File: src/rtl/bmrr_fifo.sv
// Small flop-based command queue between the front and back of the decoder.
// No package dependencies.
module bmrr_fifo #(
    parameter int WIDTH = 32,
    parameter int DEPTH = 4
) (
    input  logic             i_clk,
    input  logic             i_rst_n,
    input  logic             i_push,
    input  logic [WIDTH-1:0] i_data,
    output logic             o_full,
    input  logic             i_pop,
    output logic [WIDTH-1:0] o_data,
    output logic             o_empty
);
    localparam int AW = (DEPTH > 1) ? $clog2(DEPTH) : 1;
    localparam int CW = $clog2(DEPTH + 1);

    logic [WIDTH-1:0] r_q [DEPTH];
    logic [AW-1:0]    r_wptr, n_wptr;
    logic [AW-1:0]    r_rptr, n_rptr;
    logic [CW-1:0]    r_cnt, n_cnt;

    function automatic logic [AW-1:0] f_inc(input logic [AW-1:0] p);
        return (p == AW'(DEPTH - 1)) ? '0 : p + AW'(1);
    endfunction

    always_comb begin
        n_wptr = i_push ? f_inc(r_wptr) : r_wptr;
        n_rptr = i_pop ? f_inc(r_rptr) : r_rptr;
        n_cnt  = r_cnt + CW'(i_push) - CW'(i_pop);
    end

    always_ff @(posedge i_clk) begin
        if (!i_rst_n) begin
            r_wptr <= '0;
            r_rptr <= '0;
            r_cnt  <= '0;
        end else begin
            r_wptr <= n_wptr;
            r_rptr <= n_rptr;
            r_cnt  <= n_cnt;
        end
    end

    always_ff @(posedge i_clk) begin
        if (i_push) begin
            r_q[r_wptr] <= i_data;
        end
    end

    assign o_full  = (r_cnt == CW'(DEPTH));
    assign o_empty = (r_cnt == '0);
    assign o_data  = r_q[r_rptr];
endmodule

File: config.mk
export PLATFORM = sky130hd
export DESIGN_NAME = bmrr_fifo
export DESIGN_NICKNAME = d
export VERILOG_FILES = /design/src/rtl/bmrr_fifo.sv
export SDC_FILE = /design/constraint.sdc
export NUM_CORES = 1
export LEC_CHECK = 0
export ABC_AREA = 1
export BUFFER_PORTS_ARGS = -buffer_cell sky130_fd_sc_hd__buf_2
export CAP_MARGIN = 20
export CELL_PAD_IN_SITES_DETAIL_PLACEMENT = 0
export CELL_PAD_IN_SITES_GLOBAL_PLACEMENT = 1
export CORE_UTILIZATION = 30
export CTS_CLUSTER_DIAMETER = 150
export DETAILED_ROUTE_END_ITERATION = 16
export PLACE_DENSITY_LB_ADDON = 0.1
export SYNTH_ARGS = -nofsm -noshare
export SYNTH_HDL_FRONTEND = slang
export SYNTH_SLANG_ARGS = --single-unit
File: constraint.sdc
create_clock -name i_clk -period 1.5 [get_ports i_clk]
set_input_delay 0 -clock i_clk [delete_from_list [all_inputs] [get_ports i_clk]]
set_output_delay 0 -clock i_clk [all_outputs]
set_load 0.03 [all_outputs]
==> impl_results.md <==
* Buffer and inverter count on the worst path at 3
* Final instance area at approximately 7700 um2
* Setup skew after layout at 0.005659 ns
* Total length of routed wires at approximately 12,000 um
* Yosys cell types at 17
* Total count of max-transition violations in the final report at 0
* Final core area utilization at 0.4286
* Number of setup violations in the final report at 21
* First-pass detailed-route iteration total at 4
* Maximum buffer depth of the clock tree at 2
* Post-synthesis cell count at 434
* Largest stage delay on the critical path at 0.45 ns
* Post-Syn Area at 5530 um2
* Total global routing track utilization at 0.1386
* GPL Wtd Cong at 0.6614
* Crit share post-route at 1.023
* Final min period at roughly 1.5 ns
* RSZ-0062 raised after global routing: true
* Commonest non-fill, non-tap cell in the layout: edfxtp_1
* Cell chosen for the clock root: clkbuf_16
* Drt first-iter violations at 106
* Pwr/cell area at 1328 nW/um2
* Width of the die at 137.8 um
* Post-DR vias/cell at about 4.4
* Min-Delay Path Class: primary input to flop
* Startpoint kind of the worst setup timing path: flop
* Family with the most delay on the worst path: buffers and inverters
* Largest net degree at the start of global routing at 35
* I/O pin cnt at 70
* Sink Count at 137
* Achievable Freq at 651.8 MHz
* Final number of hold-violating endpoints at 0
* Vias in the first global route at 3,475
* Sequential cell area fraction in the yosys report at 0.7276
* Relative slew margins at 0.8707
* Total Neg Setup Slack at -0.3107 ns
* Worst Path Class, Setup: flop to primary output
* TritonCTS clock tree: done
* List of cells traversed by the critical path: buf_12 > buf_16 > nand2_2 > o211ai_1 > nand2_1 > buf_6
* Std-Cell Rows at 49
* Average size of a mapped cell at approximately 13 um2
* Type of element capturing the critical path: primary output
* Count of synthesis-stage warnings from yosys at 0
* Die Height at between 100 and 150 um
* Congestion Overflow GR at 0
* CP required at about 1.5 ns
* Ratio of cells with drive above 1 in the final layout at 0.2832
* Vias after detailed routing at about 3,500
* LEAKAGE at 3.041 nW
* # DRC at 0
* Tightest Pin Transition at 0.1919 ns
* Run status: finished with violations
* Detailed placer's ending HPWL at roughly 6500 um
* Setup WS post-layout at -0.03412 ns
* Worst path arrival time at ~1.5 ns
* Clock network latency to the later pin of the worst-skew pair at 0.42 ns
* Number of buffers inserted during clock tree synthesis at 17
* IR Drop Worst-Case VDD at 0.0007532 V
* Critical-path maximum fanout at 8
* P&R area growth vs syn at 39.71%
* WL/cell at about 15 um
* Total nets after synthesis at 478
* Die Outline Area at roughly 19,000 um2
* Standard cell core area at 18,020 um2
* Yosys reg bits at 137
* Max_cap viols at 0
* Commonest cells after routing, fill and taps aside: edfxtp_1, inv_1, nand2_1
* IO Port Bufs at 69
* Number of inserted diodes at 0
* First-pass GRT wire length at approximately 19,000 um
* Placed instance area at 6198 um2
* Cell type of the slowest stage on the worst timing path: dfxtp_4
* Number of H-tree branching levels at 4
* Number of nets with antenna violations after detailed routing at 0
* Number of antenna violations at the first check in global routing at 0
* Clock-pin transition on the worst setup and hold timing paths at 0.06 ns
* Nets@finish at 603
* Failing checks: setup timing
* Effective utilization at floorplan at 0.3068
## worst reg2reg max path, delay by kind of cell (launching register included)
family	cells	cell delay, ns
adder cells (fa/ha/maj)	3	0.91
buffers and inverters	3	0.12
flip-flops	1	0.33
AND/OR/NAND/NOR	1	0.05
## cells by family after synthesis
group           count (synthesis)  share of synthesized area
simple gates                   87                    0.05950
fa+ha+maj                       8                    0.01946
flops                         137                     0.7276
compound gates                101                     0.1059
buf+inv                       101                    0.08756
## Yosys cell counts
cell type  instances  area (um2)
edfxtp_1         128        3844
inv_1             80       300.3
nand2_1           75       281.5
a21oi_1           34       170.2
o211ai_1          32       240.2
o21ai_0           27       135.1
nor2_1            10       37.54
buf_2              9       45.04
dfxtp_1            9       180.2
buf_6              8       90.09
o21ai_1            8       40.04
ha_1               7       87.58
clkbuf_8           3       41.29
buf_4              1       7.510
fa_1               1       20.02
nand3_1            1       5.000
nor3_1             1       5.000
## layer usage
metal / vias up / track usage / share of wire
li1: 1750 / - / -
met1: 1715 / 0.1725 / 0.45
met2: 63 / 0.2298 / 0.50
met3: 13 / 0.03753 / 0.035
met4: 0 / 0.05072 / 0.013
met5: - / 0 / 0
## flip-flops by register name (all words and copies together), names as in the netlist, named ones only
register  count
r_wptr        2
r_q         128
r_rptr        2
r_cnt         3
## metrics by stage
stage                     setup WS [ns]  hold slack, ns  instances  power [mW]
final                          -0.03412          0.3363        801       10.26
after CTS                      -0.07948          0.3191        801       10.39
after global routing            -0.1231          0.3273        801       10.69
after floorplan                0.004456         0.09345        434       5.339
after global placement         -0.02014          0.2175        724       5.736
after detailed placement       -0.05079          0.2165        724       5.758
## cell type report
type | count | area [um2]
Clock buffer | 17 | 425.4
Inverter | 80 | 315.3
Timing Repair Buffer | 127 | 1350
Tap cell | 229 | 286.5
Sequential cell | 137 | 4031
Clock inverter | 15 | 157.7
Multi-Input combinational cell | 196 | 1160
Fill cell | 1690 | 10300
## what timing repair did
item | 4_1_cts | 5_1_grt
hold buffers | 35 | 0
buffers inserted | 3 | 0
pin swaps | 15 | 37
endpoints found under the hold margin | 137 | 0
setup endpoints to repair | 26 | 34
gates resized for setup | 97 | 28
gates cloned | 7 | 1
## power breakdown
group / switching, mW / internal, mW
clock network: 1.54 / 2.58
registers: 0.0638 / 4.38
logic: 0.973 / 0.724
total: 2.58 / 7.68
## final timing paths
check        cells after the start                     end                   start  slack (ns)
max                              6               o_data[4]                    flop       -0.03
min                              2     r_q[3][8]$_DFFE_PP_               i_data[8]        0.34
max reg2reg                      7     r_cnt[1]$_SDFF_PN0_     r_cnt[0]$_SDFF_PN0_        0.04
min reg2reg                      2  r_wptr[0]$_SDFFE_PN0P_  r_wptr[0]$_SDFFE_PN0P_        0.51
(Power assumes the default switching activity.)
