**src/rtl/bmrr_pkg.sv**
```systemverilog
// Shared constants, register indexes and config type for the bitmap row-repeat decoder.
// No dependencies; used by bmrr_front, bmrr_back and bitmap_row_repeat_decoder under rtl/.
package bmrr_pkg;

    // fixed field widths
    localparam int DATA_W     = 8;
    localparam int CFG_ADDR_W = 3;
    localparam int CFG_DATA_W = 10;
    localparam int NB_W       = 8;   // groups per row, up to 128 from a 10-bit width
    localparam int CNT_W      = 4;
    localparam int OUT_W      = 16;  // bits, count, row_end, frame_end, padded

    localparam logic [CNT_W-1:0] PIX_FULL = 4'd8;

    // defaults for the top-level parameters
    localparam int SLOT_COUNT_DEF     = 16;
    localparam int BLACK_SLOT_DEF     = 8;
    localparam int MAX_ROW_PIXELS_DEF = 512;
    localparam int FIFO_DEPTH         = 4;

    // register indexes
    localparam logic [CFG_ADDR_W-1:0] REG_ROW_WIDTH    = 3'd0;
    localparam logic [CFG_ADDR_W-1:0] REG_ROW_TOTAL    = 3'd1;
    localparam logic [CFG_ADDR_W-1:0] REG_ESC_MASK     = 3'd2;
    localparam logic [CFG_ADDR_W-1:0] REG_ESC_VALUE    = 3'd3;
    localparam logic [CFG_ADDR_W-1:0] REG_COMPRESS_ON  = 3'd4;
    localparam logic [CFG_ADDR_W-1:0] REG_ONE_IS_WHITE = 3'd5;

    // register reset values
    localparam logic [9:0] RST_ROW_WIDTH = 10'd8;
    localparam logic [9:0] RST_ROW_TOTAL = 10'd1;
    localparam logic [7:0] RST_ESC_MASK  = 8'hF0;
    localparam logic [7:0] RST_ESC_VALUE = 8'hF0;

    typedef struct packed {
        logic [9:0] row_width;
        logic [9:0] row_total;
        logic [7:0] escape_mask;
        logic [7:0] escape_value;
        logic       compression_on;
    } t_cfg;

    // bits of the row-byte index for a given maximum row width
    function automatic int f_byte_w(input int max_px);
        int rb;
        rb = (max_px + 7) >> 3;
        return (rb > 1) ? $clog2(rb) : 1;
    endfunction

    // width of the packed front-to-back command word (layout in bmrr_front/bmrr_back)
    function automatic int f_cmd_w(input int sw, input int bw);
        return 25 + 2 * sw + bw;
    endfunction

endpackage

```
**src/rtl/bmrr_front.sv**
```systemverilog
// Front end: takes stream bytes, tracks row/frame/slot bookkeeping, classifies
// literal vs escape and pushes one command per byte. Depends on bmrr_pkg.
module bmrr_front #(
    parameter int SLOT_COUNT     = bmrr_pkg::SLOT_COUNT_DEF,
    parameter int BLACK_SLOT     = bmrr_pkg::BLACK_SLOT_DEF,
    parameter int MAX_ROW_PIXELS = bmrr_pkg::MAX_ROW_PIXELS_DEF,
    parameter int CMD_W          = 32
) (
    input  logic                        i_clk,
    input  logic                        i_rst_n,
    input  bmrr_pkg::t_cfg              i_cfg,
    input  logic                        i_tvalid,
    output logic                        o_tready,
    input  logic [bmrr_pkg::DATA_W-1:0] i_tdata,
    input  logic                        i_full,
    output logic                        o_push,
    output logic [CMD_W-1:0]            o_cmd
);
    import bmrr_pkg::*;

    localparam int SW   = $clog2(SLOT_COUNT);
    localparam int BW   = f_byte_w(MAX_ROW_PIXELS);
    localparam int RW   = $clog2(BLACK_SLOT);
    localparam int IW   = $clog2(SLOT_COUNT + BLACK_SLOT + 2);
    localparam int WCAP = (MAX_ROW_PIXELS > 1023) ? 1023 : MAX_ROW_PIXELS;

    typedef struct packed {
        logic              lit;
        logic [7:0]        data;
        logic [SW-1:0]     slot_a;    // recent slot (literal) or replay slot (escape)
        logic [SW-1:0]     slot_b;    // initial slot
        logic              wr_b;
        logic [BW-1:0]     idx;
        logic [CNT_W-1:0]  last_cnt;
        logic [NB_W-1:0]   nb;
        logic              filled;
        logic              fe;
        logic              row_last;
    } t_cmd;

    // byte mod SLOT_COUNT lookup
    logic [SW-1:0] w_mod_tab [256];
    for (genvar g = 0; g < 256; g++) begin : g_mod
        assign w_mod_tab[g] = SW'(g % SLOT_COUNT);
    end

    logic                  r_in_lit, n_in_lit;
    logic [BW-1:0]         r_byte, n_byte;
    logic [9:0]            r_rows, n_rows;
    logic [RW-1:0]         r_recent, n_recent;
    logic [IW-1:0]         r_init, n_init;
    logic [SLOT_COUNT-1:0] r_filled, n_filled;

    logic [9:0]       w_width, w_width_m1, w_total;
    logic [10:0]      w_width_p7;
    logic [NB_W-1:0]  w_nb;
    logic [CNT_W-1:0] w_last_cnt;
    logic             w_fe, w_esc, w_row_last, w_wr_b;
    logic [SW-1:0]    w_slot_esc, w_slot_rec, w_slot_init;
    t_cmd             w_cmd;

    always_comb begin
        w_width = (i_cfg.row_width == '0) ? 10'd1 : i_cfg.row_width;
        if (w_width > 10'(WCAP)) begin
            w_width = 10'(WCAP);
        end
        w_width_p7 = {1'b0, w_width} + 11'd7;
        w_nb       = w_width_p7[10:3];
        w_width_m1 = w_width - 10'd1;
        w_last_cnt = {1'b0, w_width_m1[2:0]} + CNT_W'(1);
        w_total    = (i_cfg.row_total == '0) ? 10'd1 : i_cfg.row_total;
        w_fe       = ({1'b0, r_rows} + 11'd1) >= {1'b0, w_total};

        w_esc = !r_in_lit && i_cfg.compression_on &&
                ((i_tdata & i_cfg.escape_mask) == i_cfg.escape_value);
        w_row_last  = ({{(NB_W + 1 - BW){1'b0}}, r_byte} + (NB_W + 1)'(1)) >= {1'b0, w_nb};
        w_slot_esc  = w_mod_tab[i_tdata];
        w_slot_rec  = w_mod_tab[8'(r_recent)];
        w_wr_b      = r_init < IW'(SLOT_COUNT);
        w_slot_init = SW'(r_init);

        w_cmd.lit      = !w_esc;
        w_cmd.data     = i_tdata;
        w_cmd.slot_a   = w_esc ? w_slot_esc : w_slot_rec;
        w_cmd.slot_b   = w_slot_init;
        w_cmd.wr_b     = w_wr_b;
        w_cmd.idx      = r_byte;
        w_cmd.last_cnt = w_last_cnt;
        w_cmd.nb       = w_nb;
        w_cmd.filled   = r_filled[w_slot_esc];
        w_cmd.fe       = w_fe;
        w_cmd.row_last = w_row_last;
    end

    assign o_tready = !i_full;
    assign o_push   = i_tvalid && !i_full;
    assign o_cmd    = CMD_W'(w_cmd);

    always_comb begin
        n_in_lit = r_in_lit;
        n_byte   = r_byte;
        n_rows   = r_rows;
        n_recent = r_recent;
        n_init   = r_init;
        n_filled = r_filled;
        if (o_push) begin
            if (!w_esc && !w_row_last) begin
                n_in_lit = 1'b1;
                n_byte   = r_byte + BW'(1);
            end else begin
                if (!w_esc) begin
                    n_filled[w_slot_rec] = 1'b1;
                    if (w_wr_b) begin
                        n_filled[w_slot_init] = 1'b1;
                        n_init = r_init + IW'(1);
                    end
                    n_recent = (r_recent == RW'(BLACK_SLOT - 1)) ? '0 : r_recent + RW'(1);
                    n_in_lit = 1'b0;
                    n_byte   = '0;
                end
                // row finished
                if (w_fe) begin
                    n_rows   = '0;
                    n_filled = '0;
                    n_recent = '0;
                    n_init   = IW'(BLACK_SLOT + 1);
                end else begin
                    n_rows = r_rows + 10'd1;
                end
            end
        end
    end

    always_ff @(posedge i_clk) begin
        if (!i_rst_n) begin
            r_in_lit <= 1'b0;
            r_byte   <= '0;
            r_rows   <= '0;
            r_recent <= '0;
            r_init   <= IW'(BLACK_SLOT + 1);
            r_filled <= '0;
        end else begin
            r_in_lit <= n_in_lit;
            r_byte   <= n_byte;
            r_rows   <= n_rows;
            r_recent <= n_recent;
            r_init   <= n_init;
            r_filled <= n_filled;
        end
    end
endmodule

```
**config.mk**
```make
export PLATFORM = sky130hd
export DESIGN_NAME = bmrr_front
export DESIGN_NICKNAME = d
export VERILOG_FILES = /design/src/rtl/bmrr_pkg.sv /design/src/rtl/bmrr_front.sv
export SDC_FILE = /design/constraint.sdc
export NUM_CORES = 1
export LEC_CHECK = 0
export ABC_CLOCK_PERIOD_IN_PS = 6910
export BUFFER_PORTS_ARGS = -buffer_cell sky130_fd_sc_hd__buf_2
export CAP_MARGIN = 20
export CORE_MARGIN = 8
export CORE_UTILIZATION = 54
export CTS_CLUSTER_SIZE = 25
export DETAILED_ROUTE_END_ITERATION = 10
export MAX_ROUTING_LAYER = met4
export PLACE_DENSITY = 0.86
export REMOVE_ABC_BUFFERS = 1
export SETUP_SLACK_MARGIN = 0.1
export SYNTH_ARGS = -nofsm -noshare
export SYNTH_HDL_FRONTEND = slang
export SYNTH_SLANG_ARGS = --single-unit
```
**constraint.sdc**
```tcl
create_clock -name i_clk -period 6.91 [get_ports i_clk]
set_input_delay 1.382 -clock i_clk [delete_from_list [all_inputs] [get_ports i_clk]]
set_output_delay 1.382 -clock i_clk [all_outputs]
set_load 0.03 [all_outputs]
```
==> results of run 1 <==
[layout make-up]
class	count	area, um2	area share [%]
multi-input cells	309	2110	57.8
flip-flops and latches	41	821	22.5
clock buffers	6	72.6	1.98
repair buffers	85	435	11.9
clock inverters	2	15.0	0.411
inverters	28	105	2.87
well taps	75	93.8	2.57
[worst max-delay path, delay by kind of cell]
kind	cells	cell delay, ps
xor gates and xnor gates	1	160
and+or+nand+nor	6	1620
adders and majority gates	2	540
AOI/OAI and AO/OA	3	920
buffers and inverters	3	360
[synth_stat cells, types with 5 or more instances]
cell	number
sky130_fd_sc_hd__a21boi_0	5
sky130_fd_sc_hd__a21boi_1	8
sky130_fd_sc_hd__a21oi_1	21
sky130_fd_sc_hd__and3_1	9
sky130_fd_sc_hd__buf_4	13
sky130_fd_sc_hd__clkbuf_1	7
sky130_fd_sc_hd__dfxtp_1	41
sky130_fd_sc_hd__ha_1	26
sky130_fd_sc_hd__inv_1	26
sky130_fd_sc_hd__mux4_2	5
sky130_fd_sc_hd__nand2_1	53
sky130_fd_sc_hd__nand3_1	17
sky130_fd_sc_hd__nor2_1	27
sky130_fd_sc_hd__nor2b_1	10
sky130_fd_sc_hd__nor3_1	5
sky130_fd_sc_hd__o21a_1	6
sky130_fd_sc_hd__o21ai_0	15
sky130_fd_sc_hd__o21ai_1	12
sky130_fd_sc_hd__xnor2_1	11
sky130_fd_sc_hd__xor2_1	12
[worst max-delay path by stage]
| stage | start | end | slack, ps |
|---|---|---|---|
| after global routing | i_cfg[30] | o_cmd[0] | 180 |
| after CTS | i_cfg[30] | o_cmd[0] | 610 |
| after global placement | i_cfg[30] | o_cmd[0] | 740 |
| after detailed placement | i_cfg[30] | o_cmd[0] | 630 |
| after floorplan | i_cfg[30] | o_cmd[0] | 940 |
| final | i_cfg[30] | o_cmd[0] | 540 |
[registers in the layout, indices dropped and copies added, names as in the netlist]
signal and count:
r_byte 6, r_filled 16, r_in_lit 1, r_init 5, r_recent 3, r_rows 10
[metrics by stage]
stage                     hold WS, ps  total power [mW]
after floorplan                   423             0.323
after global placement            431             0.366
after detailed placement          445             0.369
after CTS                         454             0.523
after global routing              482             0.543
final                             454             0.519
[layer usage]
metal | up-vias | GRT usage (%) | part of all wire (%) | routed length [um]
met5 | - | - | 0 | 0
met4 | 0 | 3.09 | 0.73 | 56
met3 | 9 | 4.29 | 7.8 | 599
met2 | 103 | 31.5 | 51 | 3900
met1 | 1403 | 19.3 | 40 | 3100
li1 | 1536 | - | - | -
[where the power goes]
group | switching (mW) | internal (mW) | leakage (nW)
logic | 0.0723 | 0.0453 | 1.29
clock network | 0.0841 | 0.0712 | 0.0374
registers | 0.00568 | 0.241 | 0.331
[logic make-up (layout without fill, tap and decap cells)]
logic type	count (synthesis)	after routing	synth area share (%)
xor+xnor	24	24	6.84
simple gates	154	154	24.3
mux	8	8	4.56
fa+ha+maj	26	26	10.2
other cells	1	1	0.118
buf+inv	51	121	7.86
flops	41	41	25.8
compound gates	96	96	20.3
==> results.md, run 1 <==
| Metric | This run | Unit |
|---|---|---|
| Run status | finished clean | - |
| Half-perimeter wire length of the detailed placement result | 6.10 | mm |
| Cell chosen for the clock root | sky130_fd_sc_hd__clkbuf_8 | - |
| Final Hold Violating Endpoints | 0 | - |
| Final critical-path required period | 6370 | ps |
| Vias in the first global route | 2895 | - |
| RSZ-0062 raised after global routing | no | - |
| Utilization after layout | 62.9 | % |
| Worst reg-to-reg setup slack | 3340 | ps |
| Capture point of the worst reg-to-reg path | r_rows[3] | - |
| Antenna violations before repair | 0 | - |
| Total leakage power | 1.66 | nW |
| Cell count after synthesis | 401 | - |
| Crit end category | output pin | - |
| Final setup slack of the worst path | 538 | ps |
| Sequential element share of the synthesized area | 25.8 | % |
| Post-CTS setup buffer count | 0 | - |
| Maximum fanout along the worst path | 5 | - |
| Overflow left after global routing | 0 | - |
| Most common cell after layout, fill and taps aside | sky130_fd_sc_hd__buf_2 | - |
| Placed instance count | 538 | - |
| Wire length per cell | 14.0 | um |
| Clock-pin slew on the worst setup and hold paths | 80 | ps |
| Cell Area, Synth | 3180 | um2 |
| Final period utilization | 92.2 | % |
| Routed WL | 7.66 | mm |
| GRT Resource Usage Total | 17.6 | % |
| Routability Congestion | 0.916 | - |
| Top post-synthesis cells by area | sky130_fd_sc_hd__dfxtp_1, sky130_fd_sc_hd__ha_1, sky130_fd_sc_hd__nand2_1, sky130_fd_sc_hd__mux4_2, sky130_fd_sc_hd__a21oi_1 | - |
| Count of antenna-violating nets left after detailed routing | 0 | - |
| Worst-case setup slack after placement | 630 | ps |
| Number of detailed-routing iterations run before antenna repair | 4 | - |
| Clock Latency Late Sink | 290 | ps |
| Post-CTS Hold Buffers | 0 | - |
| Number of antenna cells inserted | 0 | - |
| Endpoint with the worst hold slack | r_filled[12] | - |
| Total via count in the routed design | 3051 | - |
| Flip-flop and latch count after synthesis | 41 | - |
| Number of vias per cell after detailed routing | 5.59 | - |
| Count of unresolved DRC violations after routing | 0 | - |
| Core area | 5820 | um2 |
| Total clock buffers created by CTS | 5 | - |
| Clock skew | 5.58 | ps |
| Clock Path Buffers | 2 | - |
| Worst Path Required | 5530 | ps |
| Die extent in y | 92.8 | um |
| Cell-by-cell trace of the critical path | buf_2, nor4_1, a31oi_1, or2_1, ha_1, a21boi_0, nand3_1, xor2_1, or2_2, ha_1, and3_1, a311oi_1, and2_1, inv_2, buf_2 | - |
| Total Die Area | 8610 | um2 |
| Effective utilization at floorplan | 54.8 | % |
| Cell Count, Final, Fillers Out | 546 | - |
| Worst relative slew slack | 57.7 | % |
| Count of cells resized by post-cts repair | 0 | - |
| Number of port buffers | 81 | - |
| Number of nets in the final layout | 545 | - |
| Transition time of the tightest slew-check pin | 631 | ps |
| Largest net degree at the start of global routing | 27 | - |
| Layout cells sized above 1 | 24.0 | % |
| Power density over the cells | 142 | nW/um2 |
| Clk sink count | 41 | - |
| Cell taking the most area after synthesis | sky130_fd_sc_hd__dfxtp_1 | - |
| FILL cells | 523 | - |
| Delay of the slowest cell on the worst path | 480 | ps |
| Peak VDD IR | 0.000124 | V |
| Row count | 28 | - |
| Launch instance of the worst register-to-register path | r_rows[0] | - |
| Post-synth EDFFs | 0 | - |
| Post-synthesis async set-or-reset flop share | 0 | % |
| Hold Path Stages | 2 | - |
| Yosys cell types | 59 | - |
| Final instance area | 3660 | um2 |
| I/O pin total | 83 | - |
| Clock H-tree levels | 2 | - |
| Most used cells in the layout excluding fill and tap cells | sky130_fd_sc_hd__buf_2, sky130_fd_sc_hd__nand2_1, sky130_fd_sc_hd__dfxtp_1 | - |
| Worst Reg-to-Reg Cells | 12 | - |
| Chip width | 92.8 | um |
| CP startpoint kind | input port | - |
| TritonCTS clock tree | done | - |
| Slew Viols, Final | 0 | - |
| Synth top area share | 25.8 | % |
| Critical path start-end classification | in2out | - |
| Cell Area, Placed | 3570 | um2 |
| Hold wc startpoint | r_filled[12] | - |
| Max-cap viol count | 0 | - |
| Endpoints failing setup | 0 | - |
| Primary FF master, synth | sky130_fd_sc_hd__dfxtp_1 | - |
| Arrival time at the worst endpoint | 4990 | ps |
| Cell type of the slowest stage on the worst timing path | sky130_fd_sc_hd__nor4_1 | - |
| Setup TNS Final | 0 | ps |
| Hold crit path type | reg2reg | - |
| Synth warn | 0 | - |
| Iter 0 DRT Violations | 113 | - |
| Layout-stage area growth over the synthesis result | 14.8 | % |
| First-pass GRT wire length | 12.5 | mm |
| Post-Synthesis Mean Instance Area | 7.94 | um2 |
| Highest clock frequency the design can meet | 157 | MHz |
(Power assumes the default switching activity.)
==> run 2, diff against run 1 <==
--- a/config.mk
+++ b/config.mk
@@ -6,7 +6,7 @@
 export NUM_CORES = 1
 export LEC_CHECK = 0
 export ABC_CLOCK_PERIOD_IN_PS = 6910
-export BUFFER_PORTS_ARGS = -buffer_cell sky130_fd_sc_hd__buf_2
+export BUFFER_PORTS_ARGS = -buffer_cell sky130_fd_sc_hd__clkbuf_2
 export CAP_MARGIN = 20
 export CORE_MARGIN = 8
 export CORE_UTILIZATION = 54
==> results.md, run 2 (synthesis gave the netlist of run 1 again) <==
| Metric | This run | Unit | Delta |
|---|---|---|---|
| Total clock buffers created by CTS | 5 | - | unchanged |
| FILL cells | 514 | - | was 523 |
| Worst Path Required | 5530 | ps | about the same |
| Number of vias per cell after detailed routing | 5.54 | - | was 5.59 |
| Worst relative slew slack | 56.2 | % | was 57.7% |
| Fraction of power consumed by sequential logic | 43.7 | % | was 47.5% |
| Routability Congestion | 0.914 | - | was 0.916 |
| Cell chosen for the clock root | sky130_fd_sc_hd__clkbuf_8 | - | unchanged |
| I/O pin total | 83 | - | unchanged |
| Combined flip-flop and latch cell area | 821 | um2 | unchanged |
| Utilization after layout | 63.4 | % | was 62.9% |
| Number of nets in the final layout | 545 | - | unchanged |
| Max-cap viol count | 0 | - | unchanged |
| Overall power after layout | 0.565 | mW | was 0.519 mW |
| Comb pwr share | 20.8 | % | was 22.6% |
| Chip width | 92.8 | um | unchanged |
| Vias in the first global route | 2956 | - | was 2895 |
| Wire length per cell | 13.8 | um | was 14.0 um |
| Count of unresolved DRC violations after routing | 0 | - | unchanged |
| Layout cells sized above 1 | 24.2 | % | was 24.0% |
| Number of detailed-routing iterations run before antenna repair | 4 | - | unchanged |
| Total via count in the routed design | 3023 | - | was 3051 |
| Post-CTS setup buffer count | 0 | - | unchanged |
| Worst-case setup slack after placement | 593 | ps | was 630 ps |
| Number of port buffers | 81 | - | unchanged |
| Capture point of the worst path | o_cmd[0] | - | unchanged |
| Critical path start-end classification | in2out | - | unchanged |
| Top Registers | r_filled: 16 flops, r_rows: 10 flops, r_byte: 6 flops | - | unchanged |
| Most flops, register | r_filled | - | unchanged |
| Clock skew | 9.73 | ps | was 5.58 ps |
| Final period utilization | 91.9 | % | was 92.2% |
| Count of antenna-violating nets left after detailed routing | 0 | - | unchanged |
| Routed WL | 7.55 | mm | was 7.66 mm |
| Slew Viols, Final | 0 | - | unchanged |
| Row count | 28 | - | unchanged |
| Highest clock frequency the design can meet | 157 | MHz | about the same |
| Placed instance count | 538 | - | unchanged |
| Run status | finished clean | - | unchanged |
| Final setup slack of the worst path | 559 | ps | was 538 ps |
| Clock Path Buffers | 2 | - | unchanged |
| Core area | 5820 | um2 | unchanged |
| Layout-stage area growth over the synthesis result | 15.8 | % | was 14.8% |
| Crit end category | output pin | - | unchanged |
| Worst setup path start | i_cfg[30] | - | unchanged |
| Net Sw Frac | 28.6 | % | was 31.2% |
| Internal cell power | 0.403 | mW | was 0.357 mW |
| Transition time of the tightest slew-check pin | 652 | ps | was 631 ps |
| Flip-flop count of the largest register, all copies and words added | 16 | - | unchanged |
| Clock-pin slew on the worst setup and hold paths | 80 | ps | about the same |
| Power density over the cells | 153 | nW/um2 | was 142 nW/um2 |
| Clk sink count | 41 | - | unchanged |
| Final critical-path required period | 6350 | ps | was 6370 ps |
| Number of antenna cells inserted | 0 | - | unchanged |
| Clock Latency Late Sink | 300 | ps | was 290 ps |
| Capture point of the worst reg-to-reg path | r_rows[3] | - | unchanged |
| Cell Count, Final, Fillers Out | 546 | - | unchanged |
| Clock group share of total power | 35.6 | % | was 29.9% |
| Final Hold Violating Endpoints | 0 | - | unchanged |
| GRT Resource Usage Total | 17.6 | % | about the same |
| Multi-input gate area | 2110 | um2 | unchanged |
| Overflow left after global routing | 0 | - | unchanged |
| Effective utilization at floorplan | 54.8 | % | unchanged |
| Die extent in y | 92.8 | um | unchanged |
| Total leakage power | 1.67 | nW | was 1.66 nW |
| Largest net degree at the start of global routing | 27 | - | unchanged |
| Worst reg-to-reg setup slack | 3330 | ps | was 3340 ps |
| RSZ-0062 raised after global routing | no | - | unchanged |
| Antenna violations before repair | 0 | - | unchanged |
| Setup TNS Final | 0 | ps | unchanged |
| Power spent charging and discharging nets | 0.161 | mW | was 0.162 mW |
| Clock H-tree levels | 2 | - | unchanged |
| Worst Reg-to-Reg Cells | 12 | - | unchanged |
| First-pass GRT wire length | 12.5 | mm | about the same |
| Total Die Area | 8610 | um2 | unchanged |
| Most common cell after layout, fill and taps aside | sky130_fd_sc_hd__clkbuf_2 | - | was sky130_fd_sc_hd__buf_2 |
| Maximum fanout along the worst path | 5 | - | unchanged |
| Iter 0 DRT Violations | 174 | - | was 113 |
| Launch instance of the worst register-to-register path | r_rows[0] | - | unchanged |
| Most used cells in the layout excluding fill and tap cells | sky130_fd_sc_hd__clkbuf_2, sky130_fd_sc_hd__nand2_1, sky130_fd_sc_hd__dfxtp_1 | - | was sky130_fd_sc_hd__buf_2, sky130_fd_sc_hd__nand2_1, sky130_fd_sc_hd__dfxtp_1 |
| Count of cells resized by post-cts repair | 0 | - | unchanged |
| Peak VDD IR | 0.000148 | V | was 0.000124 V |
| Endpoints failing setup | 0 | - | unchanged |
| Hold crit path type | reg2reg | - | unchanged |
| Half-perimeter wire length of the detailed placement result | 6.04 | mm | was 6.10 mm |
| Arrival time at the worst endpoint | 4970 | ps | was 4990 ps |
| CP startpoint kind | input port | - | unchanged |
| TritonCTS clock tree | done | - | unchanged |
| Post-CTS Hold Buffers | 0 | - | unchanged |
run 2: cell count changes in the layout (fill, tap and decap cells not counted):
cell                         previous run  this run
sky130_fd_sc_hd__buf_2                 81         0
sky130_fd_sc_hd__bufinv_16              0         1
sky130_fd_sc_hd__clkbuf_1               1         0
sky130_fd_sc_hd__clkbuf_2               0        81
sky130_fd_sc_hd__clkbuf_8               5         6
sky130_fd_sc_hd__clkinvlp_4             2         1
run 2: area by class of cell:
| type | count | share of cell area (%) |
|---|---|---|
| Clock buffer | 6 | 2.24 |
| Clock inverter | 2 | 1.02 |
| Inverter | 28 | 2.85 |
| Multi-Input combinational cell | 309 | 57.3 |
| Sequential cell | 41 | 22.3 |
| Tap cell | 75 | 2.54 |
| Timing Repair Buffer | 85 | 11.8 |
run 2: stage by stage:
stage	hold slack, ps	cell area (um2)
3_3_place_gp	431	3570
4_1_cts	457	3690
2_1_floorplan	423	3040
5_1_grt	479	3690
3_5_place_dp	445	3570
6_report	454	3690
run 2: worst min-delay path by stage:
stage | startpoint | to | slack, ps | cells after the start
final | r_filled[13] | r_filled[13] | 450 | 2
after floorplan | r_filled[14] | r_filled[14] | 420 | 2
after global placement | r_filled[8] | r_filled[8] | 430 | 2
after CTS | r_filled[11] | r_filled[11] | 460 | 2
after global routing | r_filled[14] | r_filled[14] | 480 | 2
after detailed placement | r_filled[11] | r_filled[11] | 440 | 2
run 2: worst max-delay path, cell delays in order:
cell                       delay [ps]
sky130_fd_sc_hd__clkbuf_2         120
sky130_fd_sc_hd__nor4_1           490
sky130_fd_sc_hd__a31oi_1          170
sky130_fd_sc_hd__or2_1            280
sky130_fd_sc_hd__ha_1             240
sky130_fd_sc_hd__a21boi_0         360
sky130_fd_sc_hd__nand3_1          150
sky130_fd_sc_hd__xor2_1           160
sky130_fd_sc_hd__or2_2            280
sky130_fd_sc_hd__ha_1             310
sky130_fd_sc_hd__and3_1           200
sky130_fd_sc_hd__a311oi_1         380
sky130_fd_sc_hd__and2_1           220
sky130_fd_sc_hd__inv_2             60
sky130_fd_sc_hd__clkbuf_2         190
run 2: power groups by stage:
stage / registers [mW] / logic [mW] / clock network [mW]
after CTS: 0.247 / 0.118 / 0.204
after detailed placement: 0.252 / 0.118 / 0
after global placement: 0.252 / 0.115 / 0
after global routing: 0.247 / 0.131 / 0.214
final: 0.247 / 0.117 / 0.201
after floorplan: 0.254 / 0.0685 / 0
run 2: per-layer routing:
| layer | vias to the layer above | GRT usage (%) | share of wire (%) |
|---|---|---|---|
| li1 | 1548 | - | - |
| met1 | 1371 | 19.2 | 42 |
| met4 | 0 | 4.97 | 1.3 |
| met2 | 92 | 30.8 | 50 |
| met5 | - | - | 0 |
| met3 | 12 | 4.21 | 6.8 |
